**src/hw/rtl/stepper_ramp_driver_macros.svh**
```systemverilog
// Assertion macros shared by the stepper ramp driver RTL.
`ifndef STEPPER_RAMP_DRIVER_MACROS_SVH
`define STEPPER_RAMP_DRIVER_MACROS_SVH

// Same-cycle implication, disabled while reset is asserted.
`define SRD_ASSERT_IMPLY(label, clk, rst_n, ante, cons, msg) \
    label: assert property (@(posedge clk) disable iff (!(rst_n)) (ante) |-> (cons)) \
        else $error(msg);

// Next-cycle implication, disabled while reset is asserted.
`define SRD_ASSERT_NEXT(label, clk, rst_n, ante, cons, msg) \
    label: assert property (@(posedge clk) disable iff (!(rst_n)) (ante) |=> (cons)) \
        else $error(msg);

`endif

```
**src/hw/rtl/stpr_pkg.sv**
```systemverilog
// Types, codes and the half-step coil table for the stepper ramp driver.
`timescale 1ns / 1ps

package stpr_pkg;

    localparam logic [1:0] CMD_TICK  = 2'd0;
    localparam logic [1:0] CMD_START = 2'd1;
    localparam logic [1:0] CMD_STOP  = 2'd2;
    localparam logic [1:0] CMD_MOVE  = 2'd3;

    localparam logic [1:0] MODE_STOP  = 2'd0;
    localparam logic [1:0] MODE_ACCEL = 2'd1;
    localparam logic [1:0] MODE_RUN   = 2'd2;
    localparam logic [1:0] MODE_DECEL = 2'd3;

    localparam logic [1:0] CFG_MAX_SPEED  = 2'd0;
    localparam logic [1:0] CFG_ACCEL_STEP = 2'd1;
    localparam logic [1:0] CFG_DECEL_STEP = 2'd2;

    localparam logic [7:0] PERIOD_TOP  = 8'hFF;
    localparam logic [7:0] DECEL_LIMIT = 8'hF0;

    localparam logic [7:0] RST_MAX_SPEED  = 8'd155;
    localparam logic [7:0] RST_ACCEL_STEP = 8'd1;
    localparam logic [7:0] RST_DECEL_STEP = 8'd1;

    typedef struct packed {
        logic [7:0] tick_count;
        logic [7:0] period;
        logic [2:0] phase;
        logic [1:0] mode;
        logic       run;
        logic       enable;
    } stpr_state_t;

    typedef struct packed {
        logic [7:0] max_speed;
        logic [7:0] accel_step;
        logic [7:0] decel_step;
    } stpr_cfg_t;

    function automatic logic [3:0] coil_lookup(input logic [2:0] phase);
        logic [3:0] pattern;
        begin
            case (phase)
                3'd0: pattern = 4'h8;
                3'd1: pattern = 4'hA;
                3'd2: pattern = 4'h2;
                3'd3: pattern = 4'h6;
                3'd4: pattern = 4'h4;
                3'd5: pattern = 4'h5;
                3'd6: pattern = 4'h1;
                default: pattern = 4'h9;
            endcase
            return pattern;
        end
    endfunction

endpackage

```
**src/hw/rtl/stpr_step.sv**
```systemverilog
// Next-state logic for one command: timer compare, phase advance and speed ramp.
`timescale 1ns / 1ps

module stpr_step import stpr_pkg::*; (
    input  stpr_state_t st,
    input  stpr_cfg_t   cfg,
    input  logic [1:0]  cmd,
    input  logic [15:0] step_count,
    output stpr_state_t st_next,
    output logic        taken
);

    logic [7:0] floor_period;
    logic [7:0] accel_period;
    logic [8:0] decel_sum;
    logic [7:0] decel_period;

    assign floor_period = PERIOD_TOP - cfg.max_speed;
    assign accel_period = (st.period > cfg.accel_step) ? (st.period - cfg.accel_step) : 8'd0;
    assign decel_sum    = {1'b0, st.period} + {1'b0, cfg.decel_step};
    assign decel_period = decel_sum[8] ? PERIOD_TOP : decel_sum[7:0];

    always_comb begin
        st_next = st;
        taken   = 1'b0;
        case (cmd)
            CMD_TICK: begin
                if (st.run) begin
                    if (st.tick_count == st.period) begin
                        st_next.tick_count = 8'd0;
                        st_next.enable     = 1'b1;
                        st_next.phase      = st.phase + 3'd1;
                        taken              = 1'b1;
                        // The ramp acts on the mode held before this step.
                        case (st.mode)
                            MODE_STOP: begin
                                st_next.enable = 1'b0;
                                st_next.run    = 1'b0;
                            end
                            MODE_ACCEL: begin
                                st_next.period = accel_period;
                                if (accel_period <= floor_period) begin
                                    st_next.mode = MODE_RUN;
                                end
                            end
                            MODE_DECEL: begin
                                st_next.period = decel_period;
                                if (decel_period >= DECEL_LIMIT) begin
                                    st_next.mode = MODE_STOP;
                                end
                            end
                            default: begin
                            end
                        endcase
                    end else begin
                        st_next.tick_count = st.tick_count + 8'd1;
                    end
                end
            end
            CMD_START: begin
                st_next.period = PERIOD_TOP;
                st_next.run    = 1'b1;
                st_next.mode   = MODE_ACCEL;
            end
            CMD_STOP: begin
                st_next.mode = MODE_DECEL;
            end
            default: begin
                if (step_count == 16'd0) begin
                    st_next.mode = MODE_STOP;
                end else if (step_count == 16'd1) begin
                    st_next.mode = MODE_DECEL;
                end else begin
                    st_next.mode = MODE_ACCEL;
                end
            end
        endcase
    end

endmodule

```
**src/hw/rtl/stepper_ramp_driver.sv**
```systemverilog
// Top level of the half-step stepper driver with trapezoidal speed ramp.
//
//   port group | direction | contents
//   s_*        | in        | cmd, step_count (valid/ready)
//   m_*        | out       | coil_pattern, motor_enable, timer_running,
//              |           | ramp_state, step_period, step_taken (valid/ready)
//   cfg_*      | in        | write enable, register index, 8-bit data
//
// Each command is applied by loading the state registers and the result register
// at the same edge, so one transaction is accepted per clock while s_ready is high.
// The result register is the only buffer; s_ready falls only while a result
// waits and m_ready is low. Reset is synchronous to aclk, active low, and
// restores the state and the configuration registers at once.
`timescale 1ns / 1ps
`include "stepper_ramp_driver_macros.svh"

module stepper_ramp_driver import stpr_pkg::*; (
    input  logic        aclk,
    input  logic        aresetn,
    input  logic        s_valid,
    output logic        s_ready,
    input  logic [1:0]  s_cmd,
    input  logic [15:0] s_step_count,
    output logic        m_valid,
    input  logic        m_ready,
    output logic [3:0]  m_coil_pattern,
    output logic        m_motor_enable,
    output logic        m_timer_running,
    output logic [1:0]  m_ramp_state,
    output logic [7:0]  m_step_period,
    output logic        m_step_taken,
    input  logic        cfg_we,
    input  logic [1:0]  cfg_index,
    input  logic [7:0]  cfg_wdata
);

    stpr_state_t state_reg;
    stpr_state_t state_next;
    stpr_cfg_t   cfg_reg;
    logic        taken_next;
    logic        s_accept;
    logic        m_valid_reg;
    logic [3:0]  coil_reg;
    logic        enable_reg;
    logic        running_reg;
    logic [1:0]  ramp_reg;
    logic [7:0]  period_out_reg;
    logic        taken_reg;

    assign s_ready  = !m_valid_reg || m_ready;
    assign s_accept = s_valid && s_ready;

    stpr_step u_step (
        .st         (state_reg),
        .cfg        (cfg_reg),
        .cmd        (s_cmd),
        .step_count (s_step_count),
        .st_next    (state_next),
        .taken      (taken_next)
    );

    always_ff @(posedge aclk) begin
        if (!aresetn) begin
            state_reg.tick_count <= 8'd0;
            state_reg.period     <= PERIOD_TOP;
            state_reg.phase      <= 3'd0;
            state_reg.mode       <= MODE_STOP;
            state_reg.run        <= 1'b0;
            state_reg.enable     <= 1'b0;
        end else if (s_accept) begin
            state_reg <= state_next;
        end
    end

    // Indexes past the last register are dropped.
    always_ff @(posedge aclk) begin
        if (!aresetn) begin
            cfg_reg.max_speed  <= RST_MAX_SPEED;
            cfg_reg.accel_step <= RST_ACCEL_STEP;
            cfg_reg.decel_step <= RST_DECEL_STEP;
        end else if (cfg_we) begin
            case (cfg_index)
                CFG_MAX_SPEED:  cfg_reg.max_speed  <= cfg_wdata;
                CFG_ACCEL_STEP: cfg_reg.accel_step <= cfg_wdata;
                CFG_DECEL_STEP: cfg_reg.decel_step <= cfg_wdata;
                default: begin
                end
            endcase
        end
    end

    always_ff @(posedge aclk) begin
        if (!aresetn) begin
            m_valid_reg <= 1'b0;
        end else begin
            m_valid_reg <= s_accept || (m_valid_reg && !m_ready);
        end
    end

    always_ff @(posedge aclk) begin
        if (s_accept) begin
            coil_reg       <= coil_lookup(state_next.phase);
            enable_reg     <= state_next.enable;
            running_reg    <= state_next.run;
            ramp_reg       <= state_next.mode;
            period_out_reg <= state_next.period;
            taken_reg      <= taken_next;
        end
    end

    assign m_valid         = m_valid_reg;
    assign m_coil_pattern  = coil_reg;
    assign m_motor_enable  = enable_reg;
    assign m_timer_running = running_reg;
    assign m_ramp_state    = ramp_reg;
    assign m_step_period   = period_out_reg;
    assign m_step_taken    = taken_reg;

    `SRD_ASSERT_IMPLY(a_step_enables, aclk, aresetn, m_valid_reg && taken_reg && (ramp_reg != MODE_STOP), enable_reg, "step outside stop left the motor disabled")
    `SRD_ASSERT_NEXT(a_start_loads, aclk, aresetn, s_accept && (s_cmd == CMD_START), state_reg.run && (state_reg.period == PERIOD_TOP) && (state_reg.mode == MODE_ACCEL), "start did not load period and run")
    `SRD_ASSERT_NEXT(a_halted_tick, aclk, aresetn, s_accept && (s_cmd == CMD_TICK) && !state_reg.run, $stable(state_reg) && !taken_reg, "tick while halted changed state")
    `SRD_ASSERT_IMPLY(a_taken_is_tick, aclk, aresetn, s_accept && taken_next, (s_cmd == CMD_TICK) && state_reg.run, "step taken without a running tick")

endmodule
```
**config.mk**
```make
export PLATFORM = sky130hd
export DESIGN_NAME = stepper_ramp_driver
export DESIGN_NICKNAME = d
export VERILOG_FILES = /design/src/hw/rtl/stpr_pkg.sv /design/src/hw/rtl/stpr_step.sv /design/src/hw/rtl/stepper_ramp_driver.sv
export VERILOG_INCLUDE_DIRS = /design/src /design/src/hw/rtl
export SDC_FILE = /design/constraint.sdc
export NUM_CORES = 1
export LEC_CHECK = 0
export BUFFER_PORTS_ARGS = -buffer_cell sky130_fd_sc_hd__buf_4
export CORE_UTILIZATION = 59
export DETAILED_ROUTE_END_ITERATION = 8
export PLACE_DENSITY = 0.8
export SETUP_SLACK_MARGIN = 0.15
export SKIP_CTS_REPAIR_TIMING = 1
export SLEW_MARGIN = 10
export SYNTH_ARGS = -nofsm -noshare
export SYNTH_HDL_FRONTEND = slang
export SYNTH_HIERARCHICAL = 1
export SYNTH_SLANG_ARGS = --single-unit
```
**constraint.sdc**
```tcl
create_clock -name aclk -period 4.2 [get_ports aclk]
set_clock_uncertainty 0.15 [all_clocks]
set_input_delay 0.21 -clock aclk [delete_from_list [all_inputs] [get_ports aclk]]
set_output_delay 0.21 -clock aclk [all_outputs]
set_load 0.01 [all_outputs]
```
Word level (Yosys, flattened, before mapping)

Cells that the tools add are included.

Muxes and demuxes: 19
Magnitude comparators: 3
Eq/ne operators: 14
Reductions and logical operators: 16
$add $sub $neg: 5

Operator list:

| operator                                                                | number |
|---|---|
| 8-bit case mux with 2 select lines                                      | 2 |
| 15-bit two-way mux                                                      | 2 |
| 4-bit case mux with 7 select lines                                      | 1 |
| 8-bit two-way mux                                                       | 3 |
| 16-bit by 1-bit equality test with 1-bit output (second input constant) | 1 |
| 16-bit logical NOT                                                      | 1 |
| 2-bit two-way mux                                                       | 5 |
| 8-bit by 8-bit adder with 9-bit output                                  | 1 |
| 3-bit equality test (second input constant)                             | 3 |
| 8-bit by 1-bit adder with 8-bit output (second input constant)          | 1 |
| 8-bit equality test                                                     | 1 |
| 8-bit greater-or-equal comparator (second input constant)               | 1 |
| 8-bit greater-than comparator                                           | 1 |
| 8-bit less-or-equal comparator                                          | 1 |
| 2-bit AND reduction                                                     | 4 |
| 8-bit subtractor                                                        | 1 |
| 8-bit subtractor (first input constant)                                 | 1 |
| 2-bit by 1-bit equality test with 1-bit output (second input constant)  | 3 |
| 2-bit equality test (second input constant)                             | 3 |
| 3-bit by 2-bit equality test with 1-bit output (second input constant)  | 2 |
| 2-bit logical NOT                                                       | 3 |
| 2-bit case mux with 3 select lines                                      | 1 |
| 2-bit case mux with 2 select lines                                      | 1 |
| 3-bit by 1-bit adder with 3-bit output (second input constant)          | 1 |
| other kinds (9)                                                         | 13 |

Flip-flop bits (word level): 65
Logic and storage cells: 73
Output and inout bits: 19
Input port bits: 33

Longest topological paths before layout

Gate-level depths: netlist (run 1).

Depth after elaboration: 10
Mapped depth: 16
Depth with buffers taken out: 16

Modules after synthesis

The synthesis (run 1) kept the hierarchy.

By module, submodules not included:

| module              | cells each | area an instance (sq um) | times used |
|---|---|---|---|
| stepper_ramp_driver | 219        | 2333.5                   | 1 |
| stpr_step           | 262        | 1786.7                   | 1 |

Least setup slack after synthesis (run 1)

OpenSTA, ideal clock, no wires.

Kind: reg2reg
From: register state_reg[7] (netlist bit)
To: register state_reg[3] (netlist bit)
Path buffers: 0
Library setup time: 0.072 ns
Period minus slack after synthesis: 3.364 ns
Required time: 3.978 ns
Path slack: 0.836 ns
Cell stages (with the launch flop): 16
Arrival: 3.142 ns
Cells stage by stage: dfxtp_1 inv_1 ha_1 fa_1 nor2b_1 o31a_1 o221ai_4 or2_2 ha_1 nand4_1 or2_2 o21ai_0 a221oi_1 o31ai_1 nand2_1 mux2i_1

RTL lines:

| what                   | line                      | source |
|---|---|---|
| from (decl)            | stepper_ramp_driver.sv:37 | `stpr_state_t state_reg;` |
| from (signal assigned) | stepper_ramp_driver.sv:71 | `state_reg <= state_next;` |

==> results of run 1 <==
cell usage in the layout (no fill, tap or decap), drive strengths merged, types with 6 or more instances in the layout:
cell	count
xnor2	13
buf	54
o211ai	11
nand3	37
inv	29
nor2b	9
nand2	65
edfxtp	17
ha	30
mux2i	25
o21ai	42
nor2	20
a21oi	20
clkbuf	9
nor3	8
nor4	7
a211oi	6
nand4	9
dfxtp	48
worst register-to-register path, delay by kind of cell (launching register included):
family | cells | cell delay (ps)
adder cells (fa/ha/maj) | 3 | 960
AND/OR/NAND/NOR | 2 | 300
flip-flops | 1 | 390
multiplexers | 1 | 160
AO/OA/AOI/OAI | 8 | 1780
buffers and inverters | 1 | 60
kinds of logic (layout without fill, tap and decap cells):
group,count (synthesis),in the layout,synth area share
AO/OA/AOI/OAI,108,108,0.1664
XOR/XNOR,18,18,0.03826
adder cells (fa/ha/maj),32,32,0.1008
buffers and inverters,49,104,0.05193
flip-flops,65,65,0.3571
multiplexers,26,26,0.06347
AND/OR/NAND/NOR,183,183,0.2220
area by class of cell:
cell class / instances / area (µm²)
multi-input combinational: 367 / 2450
fill: 553 / 1973
sequential: 65 / 1474
timing repair buffer: 59 / 455.4
clock buffer: 9 / 123.9
inverter: 29 / 108.9
tap: 80 / 100.1
clock inverter: 7 / 71.32
power by group:
group | leakage (nW) | switching (mW) | internal, mW
Clock | 0.0929 | 0.257 | 0.273
Combinational | 1.34 | 0.199 | 0.154
Sequential | 0.541 | 0.0238 | 0.668
Total | 1.97 | 0.479 | 1.09
metal layers:
metal / up-vias / GRT usage / wire length [µm]
li1: 1841 / - / -
met2: 117 / 0.4865 / 4992
met4: 0 / 0.1152 / 199
met5: - / 0 / 0
met3: 20 / 0.05486 / 623
met1: 1725 / 0.3645 / 4396
final timing paths:
| kind | to | slack (ps) |
|---|---|---|
| setup / recovery | state_reg[3] | 350 |
| hold / removal | cfg_reg[18] | 20 |
| setup reg to reg | state_reg[3] | 350 |
| hold reg to reg | cfg_reg[18] | 320 |
through the flow:
step	cells	setup WS, ps	total power [mW]	utilization
global placement	594	442.0	1.032	0.6681
finish	616	346.9	1.574	0.7080
detailed placement	594	236.8	1.041	0.6681
global route	616	154.7	1.646	0.7080
floorplan	481	836.2	0.9339	-
CTS	610	225.5	1.566	0.6970
==> results.toml, run 1 <==
[synth]
synth.area.top_cells = "dfxtp_1, edfxtp_1, ha_1"
synth_cell_types = 57
netlist_area_um2 = 4120
synth_edf_count = 17
syn-num-nets = 546
ys_ff_latch = 65
synthArstFlopShare = 0
synth.most_common_cell = "nand2_1"
netlist_instances = 481
synth_ff_type = "dfxtp_1"
yosys_warnings = 6
seq_area_frac_synth = 0.3571
synth_common_cells = "nand2_1, dfxtp_1, o21ai_0"
synth_top_area_frac = 0.2332
yosysTopAreaCell = "dfxtp_1"
syn_avg_cell_area_um2 = 8.566

[grt]
grt_use_total = 0.2881
grt_overflow_total = 0
grt_first_pass_wirelength_mm = 16.35
grt_start_max_net_pins = 71
grt_antenna_before_repair = 0
grt_pass1_vias = 3297

[sta]
timing.final.crit_share = 0.9174
fmax_ghz = 0.2595
relSlewSlack = 0.3503
period_minus_slack_ps = 3853
finalSetupViolCount = 0
hold_violations = 0
rsz0062_at_grt = "no"
hold_slack_ps = 17.66
worst_pin_slew_ps = 974.5
slew_violations = 0
fin_setup_tns_ps = 0

[critical_path]
start_kind = "register"
worstSetupPathType = "reg -> reg"
worst_setup_path_end_kind = "register"
crit_path_start = "state_reg[7]"
arrival_ps = 3970
rr_worst_depth = 15
slowest_stage = "dfxtp_2"
crit_required_ps = 4320
r2r_start = "state_reg[7]"
crit_fanout = 9
path_buf_inv = 1
path_depth = 15
cp_top_family = "compound AO/OA/AOI/OAI gates"
critPathMaxStageDelay_ps = 390
path_cells = "inv_1 -> ha_1 -> fa_1 -> nor2b_1 -> o31a_1 -> o221ai_4 -> a211oi_1 -> ha_1 -> a21oi_1 -> a21oi_1 -> o21ai_1 -> a221oi_1 -> o31ai_1 -> nand2_1 -> mux2i_1"

[cts]
cts_tree = "built"
h-tree-depth = 3
cts_made_buffers = 9
cts-root-buf = "clkbuf_8"
clkTransAtPathRegs_ps = 80
clk_latency_ps = 340
cts_buffer_depth = 2
cts.sinks = 65

[status]
status = "finished, violations left"
violations = "DRC"

[placement]
gp_congestion = 0.8858
numPortBuffers = 51
placed_area_um2 = 4514
dpl.hpwl_mm = 7.526

[floorplan]
die_w_um = 85.57
row_count = 30
core_area_um2 = 6756
start_util = 0.6098
dieHeight_um = 85.57
io_pins = 52
die-area_um2 = 7321

[detailed_routing]
wirelength_mm = 10.21
vias = 3703
ant_nets = 0
drc = 1
dr.pass1.iters = 9
viasPerCell = 6.011
wl_per_cell_um = 16.57
dr.first_iter.drc_count = 217

[finish]
largest_reg_flops = 24
nNetsFinal = 596
n_antenna_cell = 0
drive_above_1_share = 0.1586
final_area_um2 = 4783
syn_to_final_growth_pct = 16.09

[power]
max-vdd-ir-drop_v = 0.0001851
leakage_nw = 1.970
p_per_area_nw_per_um2 = 329.2

[worst_hold_path]
hold_class = "in -> reg"
worstHoldStart = "cfg_wdata[2]"
hold_depth = 3

[flow_run]
max-cap-violations = 0
No activity file was read; power rests on OpenSTA's default activity.
==> run 2, diff against run 1 <==
==> constraint.sdc (replaced) <==
create_clock -name aclk -period 4.2 [get_ports aclk]
set_clock_uncertainty 0.15 [all_clocks]
set_input_delay 0.63 -clock aclk [delete_from_list [all_inputs] [get_ports aclk]]
set_output_delay 0.63 -clock aclk [all_outputs]
set_load 0.01 [all_outputs]
==> run 2 against run 1 <==
Effect of this change: first-iteration DRC count shrank 11%; the run still ends with DRC left; cell count shrank 0.81%; highest routed layer unchanged; combinational power shrank 1%; critical path depth is the same; setup slack lost 26 ps; non-clock buffer count shrank 5; utilization shrank 0.74 points; total power shrank 0.30%; largest power group unchanged; sequential power is essentially flat.
==> results.toml, run 2 (same netlist as run 1, synthesis figures left out) <==
[sta]
period_minus_slack_ps = 3879
fin_setup_tns_ps = 0
hold_violations = 0
finalSetupViolCount = 0
fin_ws_ps = 320.6
relSlewSlack = 0.3496
worst_pin_slew_ps = 975.6
timing.final.crit_share = 0.9237
fmax_ghz = 0.2578
rsz0062_at_grt = "no"
slew_violations = 0

[detailed_routing]
dr.pass1.iters = 7
wirelength_mm = 10.09
ant_nets = 0
drc = 1
dr.first_iter.drc_count = 194
viasPerCell = 6.003
wl_per_cell_um = 16.51
vias = 3668

[floorplan]
core_area_um2 = 6756
die_w_um = 85.57
die-area_um2 = 7321
io_pins = 52
row_count = 30
dieHeight_um = 85.57
start_util = 0.6098

[placement]
dpl.hpwl_mm = 7.526
gp_congestion = 0.8858
dp_slack_ps = 236.8
numPortBuffers = 51
placed_area_um2 = 4514

[worst_hold_path]
hold_end = "cfg_reg[18]"
worstHoldStart = "cfg_reg[18]"
hold_depth = 2
hold_class = "reg -> reg"

[critical_path]
path_cells = "inv_1 -> ha_1 -> fa_1 -> nor2b_1 -> o31a_1 -> o221ai_4 -> a211oi_1 -> ha_1 -> a21oi_1 -> a21oi_1 -> o21ai_1 -> a221oi_1 -> o31ai_1 -> nand2_1 -> mux2i_1"
crit_required_ps = 4320
cp_top_family = "compound AO/OA/AOI/OAI gates"
r2r_start = "state_reg[7]"
crit_fanout = 9
path_buf_inv = 1
arrival_ps = 4000
start_kind = "register"
rr_worst_depth = 15
critPathMaxStageDelay_ps = 390
slowest_stage = "dfxtp_2"
worst_setup_path_end_kind = "register"
r2r_slack_ps = 320
worstSetupPathType = "reg -> reg"
r2r-end = "state_reg[3]"

[status]
violations = "DRC"
status = "finished, violations left"

[grt]
grt_start_max_net_pins = 71
grt_first_pass_wirelength_mm = 16.35
grt_pass1_vias = 3297
grt_antenna_before_repair = 0
grt_overflow_total = 0
grt_use_total = 0.2881

[finish]
final_area_um2 = 4733
largest_reg_flops = 24
regArea_um2 = 1474
layout_commonest_cell = "nand2_1"
nNetsFinal = 591
fill_cells = 557
syn_to_final_growth_pct = 14.88
most-common-layout-cells = "nand2_1, buf_4, dfxtp_1, nand3_1, o21ai_0"
drive_above_1_share = 0.1601
n_antenna_cell = 0
multiInputGateArea_um2 = 2450

[cts]
clk_latency_ps = 340
cts.sinks = 65
cts_tree = "built"
cts_buffer_depth = 2
h-tree-depth = 3
cts_made_buffers = 9
clkTransAtPathRegs_ps = 80
cts-root-buf = "clkbuf_8"

[power]
p_per_area_nw_per_um2 = 331.6
leakage_nw = 1.950
max-vdd-ir-drop_v = 0.0001845

[flow_run]
max-cap-violations = 0
run 2: changes by cell type in the layout (fill, tap and decap cells not counted):
cell           delta
dlygate4sd3_1     -5
run 2: metrics by stage:
step | power (mW) | hold slack [ps] | utilization | cells
after global placement | 1.032 | 297.9 | 0.6681 | 594
after floorplan | 0.9339 | 285.1 | - | 481
after global routing | 1.642 | 351.6 | 0.7006 | 611
after detailed placement | 1.041 | 308.8 | 0.6681 | 594
final | 1.570 | 315.7 | 0.7006 | 611
after CTS | 1.566 | 319.2 | 0.6970 | 610
run 2: worst max-delay path by stage:
stage | start | endpoint | slack (ps) | cells past startpoint
final | state_reg[7] | state_reg[3] | 320 | 15
after floorplan | state_reg[7] | state_reg[3] | 840 | 15
after detailed placement | state_reg[7] | state_reg[3] | 240 | 15
after global placement | state_reg[7] | state_reg[3] | 440 | 15
after global routing | state_reg[7] | state_reg[3] | 160 | 15
after CTS | state_reg[7] | state_reg[3] | 230 | 15
run 2: per-layer routing:
metal,track usage,routed length (µm),vias to the layer above
met3,0.05486,538,16
met4,0.1152,188,0
met5,0,0,-
li1,-,-,1833
met1,0.3645,4446,1706
met2,0.4865,4913,113
run 2: cell type report:
cell class / instances / area share
multi-input combinational: 367 / 0.5176
sequential: 65 / 0.3114
timing repair buffer: 54 / 0.08565
clock buffer: 9 / 0.02617
inverter: 29 / 0.02300
tap: 80 / 0.02115
clock inverter: 7 / 0.01507
run 2: power by group:
part | switching [mW] | internal, mW
Combinational | 0.198 | 0.151
Sequential | 0.0237 | 0.668
Clock | 0.256 | 0.273
run 2: worst reg2reg max path: cells and delay by family (launching register included):
family                     cells  cell delay [ps]
muxes                          1              150
and+or+nand+nor                2              310
adders and majority gates      3              960
buffers and inverters          1               60
DFF                            1              390
AOI/OAI and AO/OA              8             1800
